===== config.mk =====
export PLATFORM = sky130hd
export DESIGN_NAME = escaped_motor_command_deframer
export DESIGN_NICKNAME = d
export VERILOG_FILES = /design/src/sv/emcd_pkg.sv /design/src/sv/escaped_motor_command_deframer.sv
export VERILOG_INCLUDE_DIRS = /design/src /design/src/sv
export SDC_FILE = /design/constraint.sdc
export NUM_CORES = 1
export LEC_CHECK = 0
export BUFFER_PORTS_ARGS = -buffer_cell sky130_fd_sc_hd__buf_2
export CAP_MARGIN = 20
export CORE_MARGIN = 5
export CORE_UTILIZATION = 45
export CTS_CLUSTER_SIZE = 28
export DETAILED_ROUTE_END_ITERATION = 8
export MAX_ROUTING_LAYER = met4
export PLACE_DENSITY = 0.67
export SETUP_SLACK_MARGIN = 0.5
export SLEW_MARGIN = 20
export SYNTH_ARGS = -nofsm -noshare
export SYNTH_HDL_FRONTEND = slang
export SYNTH_SLANG_ARGS = --single-unit
export TNS_END_PERCENT = 5

===== constraint.sdc =====
create_clock -name clk -period 4.2 [get_ports clk]
set_clock_uncertainty 0.2 [all_clocks]
set_input_delay 0.42 -clock clk [delete_from_list [all_inputs] [get_ports clk]]
set_output_delay 0.42 -clock clk [all_outputs]
set_load 0.02 [all_outputs]

===== src/sv/assert_macros.svh =====
// ---------------------------------------------------------------------------
// Assertion macros
// Clocked assertion helpers used by the deframer RTL.
// ---------------------------------------------------------------------------
`ifndef ASSERT_MACROS_SVH
`define ASSERT_MACROS_SVH

// Check a property at every rising edge of clk, off while rst_n is low.
`define ASSERT_CLK(label, clk, rst_n, prop, msg) \
	label: assert property (@(posedge clk) disable iff (!(rst_n)) (prop)) else $error(msg);

// Check that cond at one edge implies res at the next edge.
`define ASSERT_NEXT(label, clk, rst_n, cond, res, msg) \
	label: assert property (@(posedge clk) disable iff (!(rst_n)) (cond) |=> (res)) \
		else $error(msg);

`endif


===== src/sv/emcd_pkg.sv =====
// ---------------------------------------------------------------------------
// emcd_pkg
// Byte codes of the motor command frame format.
// ---------------------------------------------------------------------------
`default_nettype none

package emcd_pkg;

	localparam logic [7:0] START_BYTE   = 8'd255;
	localparam logic [7:0] CMD_POSITION = 8'd1;
	localparam logic [7:0] CMD_SPEED    = 8'd2;
	localparam logic [7:0] ESC_MAX      = 8'd15;

	localparam logic FRAME_POSITION = 1'b0;
	localparam logic FRAME_SPEED    = 1'b1;

endpackage

`default_nettype wire


===== src/sv/escaped_motor_command_deframer.sv =====
// ---------------------------------------------------------------------------
// escaped_motor_command_deframer
// Rebuilds escaped motor command frames from a received byte stream and
// emits the frame kind, the DC and stepper target words and an escape flag.
// ---------------------------------------------------------------------------
//
// channel | handshake            | payload
// --------+----------------------+-------------------------------------------
// input   | in_valid / in_ready  | rx_byte
// output  | out_valid / out_ready| frame_kind, dc_word, stepper_word,
//         |                      | escape_error
//
// One byte is taken per cycle while in_ready is high; the phase register and the data byte
// registers update in the accepting cycle.
// The result of an escape byte shows on the output register the next cycle.
// in_ready drops only while a result waits and out_ready is low.
// Reset puts the deframer idle, waiting for a start byte, output empty.
`default_nettype none
`include "assert_macros.svh"

module escaped_motor_command_deframer
	import emcd_pkg::*;
(
	input  wire logic        clk,
	input  wire logic        arst_n,
	input  wire logic        in_valid,
	output logic             in_ready,
	input  wire logic [7:0]  rx_byte,
	output logic             out_valid,
	input  wire logic        out_ready,
	output logic             frame_kind,
	output logic [15:0]      dc_word,
	output logic [15:0]      stepper_word,
	output logic             escape_error
);

	typedef enum logic [2:0] {
		PH_CMD     = 3'd0,
		PH_DC_HI   = 3'd1,
		PH_DC_LO   = 3'd2,
		PH_STEP_HI = 3'd3,
		PH_STEP_LO = 3'd4,
		PH_ESC     = 3'd5,
		PH_IDLE    = 3'd6
	} phase_t;

	phase_t      phase_q;
	logic        speed_q;
	logic [7:0]  dc_hi_q;
	logic [7:0]  dc_lo_q;
	logic [7:0]  step_hi_q;
	logic [7:0]  step_lo_q;
	logic        out_valid_q;
	logic        kind_q;
	logic [15:0] dc_word_q;
	logic [15:0] step_word_q;
	logic        err_q;

	logic        in_fire;
	logic        is_start;
	logic        over;
	logic [3:0]  restore;
	logic [7:0]  dc_hi_r;
	logic [7:0]  dc_lo_r;
	logic [7:0]  step_hi_r;
	logic [7:0]  step_lo_r;
	logic        emit;

	assign in_ready = !out_valid_q || out_ready;
	assign in_fire  = in_valid && in_ready;
	assign is_start = (rx_byte == START_BYTE);

	// An oversized escape restores every data byte.
	assign over    = (rx_byte > ESC_MAX);
	assign restore = over ? 4'hF : rx_byte[3:0];

	assign dc_hi_r   = restore[3] ? START_BYTE : dc_hi_q;
	assign dc_lo_r   = restore[2] ? START_BYTE : dc_lo_q;
	assign step_hi_r = restore[1] ? START_BYTE : step_hi_q;
	assign step_lo_r = restore[0] ? START_BYTE : step_lo_q;

	assign emit = in_fire && !is_start && (phase_q == PH_ESC);

	always_ff @(posedge clk or negedge arst_n) begin
		if (!arst_n) begin
			phase_q   <= PH_IDLE;
			speed_q   <= FRAME_POSITION;
			dc_hi_q   <= '0;
			dc_lo_q   <= '0;
			step_hi_q <= '0;
			step_lo_q <= '0;
		end else if (in_fire) begin
			if (is_start) begin
				phase_q <= PH_CMD;
			end else begin
				unique case (phase_q)
					PH_CMD: begin
						if (rx_byte == CMD_POSITION) begin
							speed_q <= FRAME_POSITION;
							phase_q <= PH_DC_HI;
						end else if (rx_byte == CMD_SPEED) begin
							speed_q <= FRAME_SPEED;
							phase_q <= PH_DC_HI;
						end else begin
							phase_q <= PH_IDLE;
						end
					end
					PH_DC_HI: begin
						dc_hi_q <= rx_byte;
						phase_q <= PH_DC_LO;
					end
					PH_DC_LO: begin
						dc_lo_q <= rx_byte;
						phase_q <= PH_STEP_HI;
					end
					PH_STEP_HI: begin
						step_hi_q <= rx_byte;
						phase_q   <= PH_STEP_LO;
					end
					PH_STEP_LO: begin
						step_lo_q <= rx_byte;
						phase_q   <= PH_ESC;
					end
					PH_ESC: begin
						// keep restored bytes in the data registers
						dc_hi_q   <= dc_hi_r;
						dc_lo_q   <= dc_lo_r;
						step_hi_q <= step_hi_r;
						step_lo_q <= step_lo_r;
						phase_q   <= PH_IDLE;
					end
					default: begin
						phase_q <= PH_IDLE;
					end
				endcase
			end
		end
	end

	always_ff @(posedge clk or negedge arst_n) begin
		if (!arst_n) begin
			out_valid_q <= 1'b0;
		end else if (emit) begin
			out_valid_q <= 1'b1;
		end else if (out_ready) begin
			out_valid_q <= 1'b0;
		end
	end

	always_ff @(posedge clk) begin
		if (emit) begin
			kind_q      <= speed_q;
			dc_word_q   <= {dc_hi_r, dc_lo_r};
			step_word_q <= {step_hi_r, step_lo_r};
			err_q       <= over;
		end
	end

	assign out_valid    = out_valid_q;
	assign frame_kind   = kind_q;
	assign dc_word      = dc_word_q;
	assign stepper_word = step_word_q;
	assign escape_error = err_q;

	`ASSERT_NEXT(a_esc_emits, clk, arst_n, emit, out_valid_q,
		"escape word did not raise out_valid")
	`ASSERT_NEXT(a_start_restarts, clk, arst_n, in_fire && is_start, phase_q == PH_CMD,
		"start word did not restart the frame")
	`ASSERT_CLK(a_err_all_ff, clk, arst_n,
		!(out_valid_q && err_q) || (dc_word_q == 16'hFFFF && step_word_q == 16'hFFFF),
		"escape error without all bytes restored")
	`ASSERT_CLK(a_stall_only_full, clk, arst_n, in_ready || (out_valid_q && !out_ready),
		"input stalled with output free")

endmodule

`default_nettype wire

### After elaboration in Yosys (flattened, before gate mapping)

Index checks and enable logic that the tools add are counted.

| operators by class | value |
|---|---|
| mux-type cells | 17 |
| magnitude comparators | 1 |
| reduce and logical (&&, ||, !) cells | 18 |
| bitwise gates (word level) | 1 |
| equal/unequal tests | 8 |

Operators with widths:

| kind | count |
|---|---|
| case mux 8 bit (2 select lines) | 4 |
| two-way mux 8 bit | 4 |
| case mux 3 bit (5 select lines) | 1 |
| AND reduction 3 bit | 4 |
| nonzero test 2 bit | 6 |
| two-way mux 3 bit | 3 |
| equality test 8 x 1 -> 1 bit (second input constant) | 1 |
| equality test 8 x 2 -> 1 bit (second input constant) | 1 |
| equality test 8 bit (second input constant) | 1 |
| > comparator 8 x 4 -> 1 bit (second input constant) | 1 |
| equality test 3 x 2 -> 1 bit (second input constant) | 2 |
| equality test 3 bit (second input constant) | 2 |
| two-way mux 1 bit | 4 |
| two-way mux 4 bit | 1 |
| AND reduction 4 bit | 1 |
| equality test 3 x 1 -> 1 bit (second input constant) | 1 |
| logical AND 1 bit | 3 |
| logical NOT 3 bit | 1 |
| logical NOT 1 bit | 2 |
| logical OR 1 bit | 1 |
| NOT 1 bit | 1 |

| word-level totals | value |
|---|---|
| flip-flop bits (word level) | 71 |
| word-level logic and storage cells | 56 |
| output and inout port bits | 36 |
| input bits | 12 |

### Depth between registers and ports, before layout

| depth | value |
|---|---|
| depth in word-level cells | 6 |
| depth in mapped cells | 6 |
| depth with buffers taken out | 4 |

### Worst setup path before layout

OpenSTA, ideal clock, no wires.

| timing path | value |
|---|---|
| kind | reg-to-reg |
| start | reg out_valid_q, in the netlist out_valid |
| end | reg dc_word_q[0], in the netlist dc_word[0], enable pin |
| setup slack | 0.952 ns |
| clock period less this slack | 3.248 ns |
| library setup time | 0.425 ns |
| data arrival time | 2.623 ns |
| stages on the path, launching flop included | 5 |
| required time | 3.575 ns |
| cells stage by stage | dfrtp_1 -> nand2b_1 -> o211ai_2 -> buf_2 -> nor2_1 |

| between the ends | value |
|---|---|
| word-level cells in the longest chain between the ends | 5 |

Ends and longest elaborated chain:

| element | line | text |
|---|---|---|
| from (decl) | escaped_motor_command_deframer.sv:53 | `logic out_valid_q;` |
| from (signal assigned) | escaped_motor_command_deframer.sv:142 | `out_valid_q <= 1'b0;` |
| from (signal assigned) | escaped_motor_command_deframer.sv:144 | `out_valid_q <= 1'b1;` |
| from (signal assigned) | escaped_motor_command_deframer.sv:146 | `out_valid_q <= 1'b0;` |
| logical NOT 1 bit | escaped_motor_command_deframer.sv:69 | `assign in_ready = !out_valid_q \|\| out_ready;` |
| logical OR 1 bit | escaped_motor_command_deframer.sv:69 |  |
| net in_ready | escaped_motor_command_deframer.sv:27 | `output logic in_ready,` |
| logical AND 1 bit | escaped_motor_command_deframer.sv:70 | `assign in_fire = in_valid && in_ready;` |
| logical AND 1 bit (2 in series) | escaped_motor_command_deframer.sv:82 | `assign emit = in_fire && !is_start && (phase_q == PH_ESC);` |
| net emit | escaped_motor_command_deframer.sv:67 | `logic emit;` |
| to (signal assigned) | escaped_motor_command_deframer.sv:153 | `dc_word_q <= {dc_hi_r, dc_lo_r};` |
| to (decl) | escaped_motor_command_deframer.sv:55 | `logic [15:0] dc_word_q;` |

The timed path passes the listed nets, and every way through them passes these cells.
A chain may end at the register's enable or synchronous reset.

### Final worst setup path

| timing path | value |
|---|---|
| start | reg phase_q[2] |
| end | reg kind_q, in the netlist frame_kind, enable pin |

| between the ends | value |
|---|---|
| word-level cells in the longest chain between the ends | 2 |

Ends and longest elaborated chain:

| element | line | text |
|---|---|---|
| from (decl) | escaped_motor_command_deframer.sv:47 | `phase_t phase_q;` |
| from (signal assigned) | escaped_motor_command_deframer.sv:86 | `phase_q <= PH_IDLE;` |
| from (signal assigned) | escaped_motor_command_deframer.sv:94 | `phase_q <= PH_CMD;` |
| from (signal assigned) | escaped_motor_command_deframer.sv:100 | `phase_q <= PH_DC_HI;` |
| equality test 3 bit | escaped_motor_command_deframer.sv:82 |  |
| logical AND 1 bit | escaped_motor_command_deframer.sv:82 |  |
| net emit | escaped_motor_command_deframer.sv:67 |  |
| to (signal assigned) | escaped_motor_command_deframer.sv:152 | `kind_q <= speed_q;` |
| to (decl) | escaped_motor_command_deframer.sv:54 | `logic kind_q;` |

The timed path passes the listed nets, and every way through them passes these cells.

==> results_dict.tcl <==
set metrics [dict create \
    status "completed" \
    cts_setup_buffers 0 \
    synth_nets 217 \
    avgRoutedWirePerCell_um 17.6 \
    fin_crit_sh_pct 60.3 \
    min_from "rx_byte[5]" \
    antenna_found_initial 0 \
    setup_ws_ns 1.67 \
    synth_edf_count 34 \
    grt_overflow 0 \
    antenna_cells 0 \
    syn_area_per_cell_um2 14.1 \
    clock_latency_ns 0.34 \
    multiInputGateArea_um2 857 \
    cp-startpoint "phase_q[2]$_DFFE_PN1P_" \
    die_w_um 90.0 \
    regArea_um2 1950 \
    synth.distinct_cells 40 \
    dp_hpwl_mm 3.89 \
    die_h_um 90.0 \
    clockRootBuffer "clkbuf_8" \
    ys_seq_elements 71 \
    crit_path_end_kind "flop" \
    first_pass_iters 4 \
    grtUsageTotal_pct 15.6 \
    required_ns 4.01 \
    maxCapViolCount 0 \
    finalHoldViolCount 0 \
    syn_inst 205 \
    totalWireLength_mm 5.85 \
    mostFrequentLayoutCell "buf_2" \
    cts_resized 0 \
    drive_gt1_share_pct 31.0 \
    io-pin-count 48 \
    yosys_warnings 0 \
    synthToLayoutAreaGrowth_pct 16.7 \
    path_class "flop to flop" \
    cts_max_level 3 \
    fin_tns_setup_ns 0 \
    period_needed_ns 2.53 \
    p_leak_uw 0.00115 \
    final_cell_mix "buf_2 (47), or3_1 (35), dfrtp_1 (35)" \
    cts_sinks 71 \
    setup_viol 0 \
    die_area_um2 8110 \
    start_kind "flop" \
    coreArea_um2 6280 \
    post-place-ws_ns 1.63 \
    place.gp.congestion 0.882 \
    initial_core_util_pct 45.9 \
    io_buffers 47 \
    arrival_ns 2.34 \
    drv_slew 0 \
    peakVddDrop_mv 0.273 \
    rows 29 \
    synth_ff_type "dfrtp_1" \
    worstHoldPathType "primary input to flop" \
    drt-vias-per-instance 5.67 \
    yosysSeqAreaShare_pct 67.6 \
    r2r-start "phase_q[2]$_DFFE_PN1P_" \
    drtAntennaViolNets 0 \
    fillerInstances 537 \
    num-nets-final 262 \
    netlist_area_um2 2880 \
    max_freq_mhz 395 \
    p_per_area_nw_per_um2 569 \
    ys_async_sr_fraction_pct 52.1 \
    grt_max_degree 41 \
    rsz0062_at_grt "false" \
    cts_buffers 9 \
    drc 0 \
    grt_pass1_vias 1932 \
    first_iter_violations 139 \
    cts_tree "built" \
    worstMarginPinSlew_ns 0.914 \
    cts_buffer_depth 2 \
    relSlewSlack_pct 38.7 \
    cts_hold_buf 1 \
    path_max_fanout 25 \
    grt_first_pass_wirelength_mm 9.74 \
    via_count 1882 \
    clk_pin_slew_ns 0.07 \
]
[layer usage]
layer / vias to the layer above / global-route usage, % / share of wire, %
li1: 887 / - / -
met1: 933 / 20.8 / 45
met2: 52 / 22.4 / 48
met3: 10 / 3.09 / 5.0
met4: 0 / 8.31 / 1.9
met5: - / - / 0
[per-stage QoR]
step           power, uW  cells  instance area [um^2]  util, %  hold WS (ns)
3_5_place_dp        1390    315                  3160     50.3         0.244
5_1_grt             2020    332                  3360     53.6         0.210
2_1_floorplan       1290    205                  2880        -       -0.0756
4_1_cts             1930    332                  3360     53.6         0.207
6_report            1910    332                  3360     53.6         0.230
3_3_place_gp        1380    315                  3160     50.3         0.243
[final timing paths]
kind | end | slack (ns) | cells after the start
max in group asynchronous | step_lo_q[6]$_DFFE_PN0P_ | 2.77 | 2
worst min-delay path | dc_hi_q[5]$_DFFE_PN0P_ | 0.23 | 2
worst min register to register | frame_kind$_DFFE_PP_ | 0.26 | 0
min in group asynchronous | step_hi_q[6]$_DFFE_PN0P_ | 0.51 | 2
worst max-delay path | frame_kind$_DFFE_PP_ | 1.67 | 4
worst max register to register | frame_kind$_DFFE_PP_ | 1.67 | 4
[worst max-delay path, cell delays in order (launching register included)]
cell and delay, ns:
dfstp_2 0.68, nor2b_1 0.34, nand2_1 0.15, nor2_2 0.43, buf_4 0.40
[layout make-up]
class | count | area share, %
multi-input cells | 116 | 25.5
clock inverters | 6 | 1.79
flip-flops and latches | 71 | 57.9
inverters | 3 | 0.335
repair buffers | 49 | 7.51
clock buffers | 10 | 4.09
well taps | 77 | 2.86
[power breakdown]
part	internal (uW)	total [uW]	switching, uW
combinational	176	349	172
sequential	908	1030	123
clock	287	533	246
total	1370	1910	542
[sequential cells by signal, summed over array words and instances, names as in the netlist]
| name | count |
|---|---|
| speed_q | 1 |
| step_lo_q | 8 |
| phase_q | 3 |
| out_valid | 1 |
| dc_hi_q | 8 |
| dc_word | 16 |
| step_hi_q | 8 |
| stepper_word | 16 |
| frame_kind | 1 |
| dc_lo_q | 8 |
| escape_error | 1 |
[Yosys cell counts (2+ instances only)]
| cell type | count | area (um^2) |
|---|---|---|
| nor3_1 | 3 | 15.0 |
| a211oi_2 | 2 | 25.0 |
| nor2_1 | 8 | 30.0 |
| or3_1 | 35 | 219 |
| o22a_1 | 28 | 245 |
| edfxtp_1 | 34 | 1020 |
| nand2b_1 | 3 | 18.8 |
| o32a_1 | 4 | 40.0 |
| clkbuf_1 | 10 | 37.5 |
| nand4_1 | 3 | 18.8 |
| inv_1 | 3 | 11.3 |
| nand2_1 | 3 | 11.3 |
| buf_2 | 3 | 15.0 |
| or3_2 | 2 | 15.0 |
| a21oi_1 | 2 | 10.0 |
| o22a_2 | 2 | 20.0 |
| dfstp_2 | 2 | 52.6 |
| a31oi_1 | 2 | 12.5 |
| dfrtp_1 | 35 | 876 |
[cell families (layout without fill, tap and decap cells)]
kind of cell           count (synthesis)  after routing  synth area share (%)
flip-flops                            71             71                  67.6
AND/OR/NAND/NOR                       64             64                  13.6
AO/OA/AOI/OAI                         50             50                  15.2
buffers and inverters                 18             68                  2.73
XOR/XNOR                               1              1                 0.304
multiplexers                           1              1                 0.521
(Power assumes the default switching activity.)
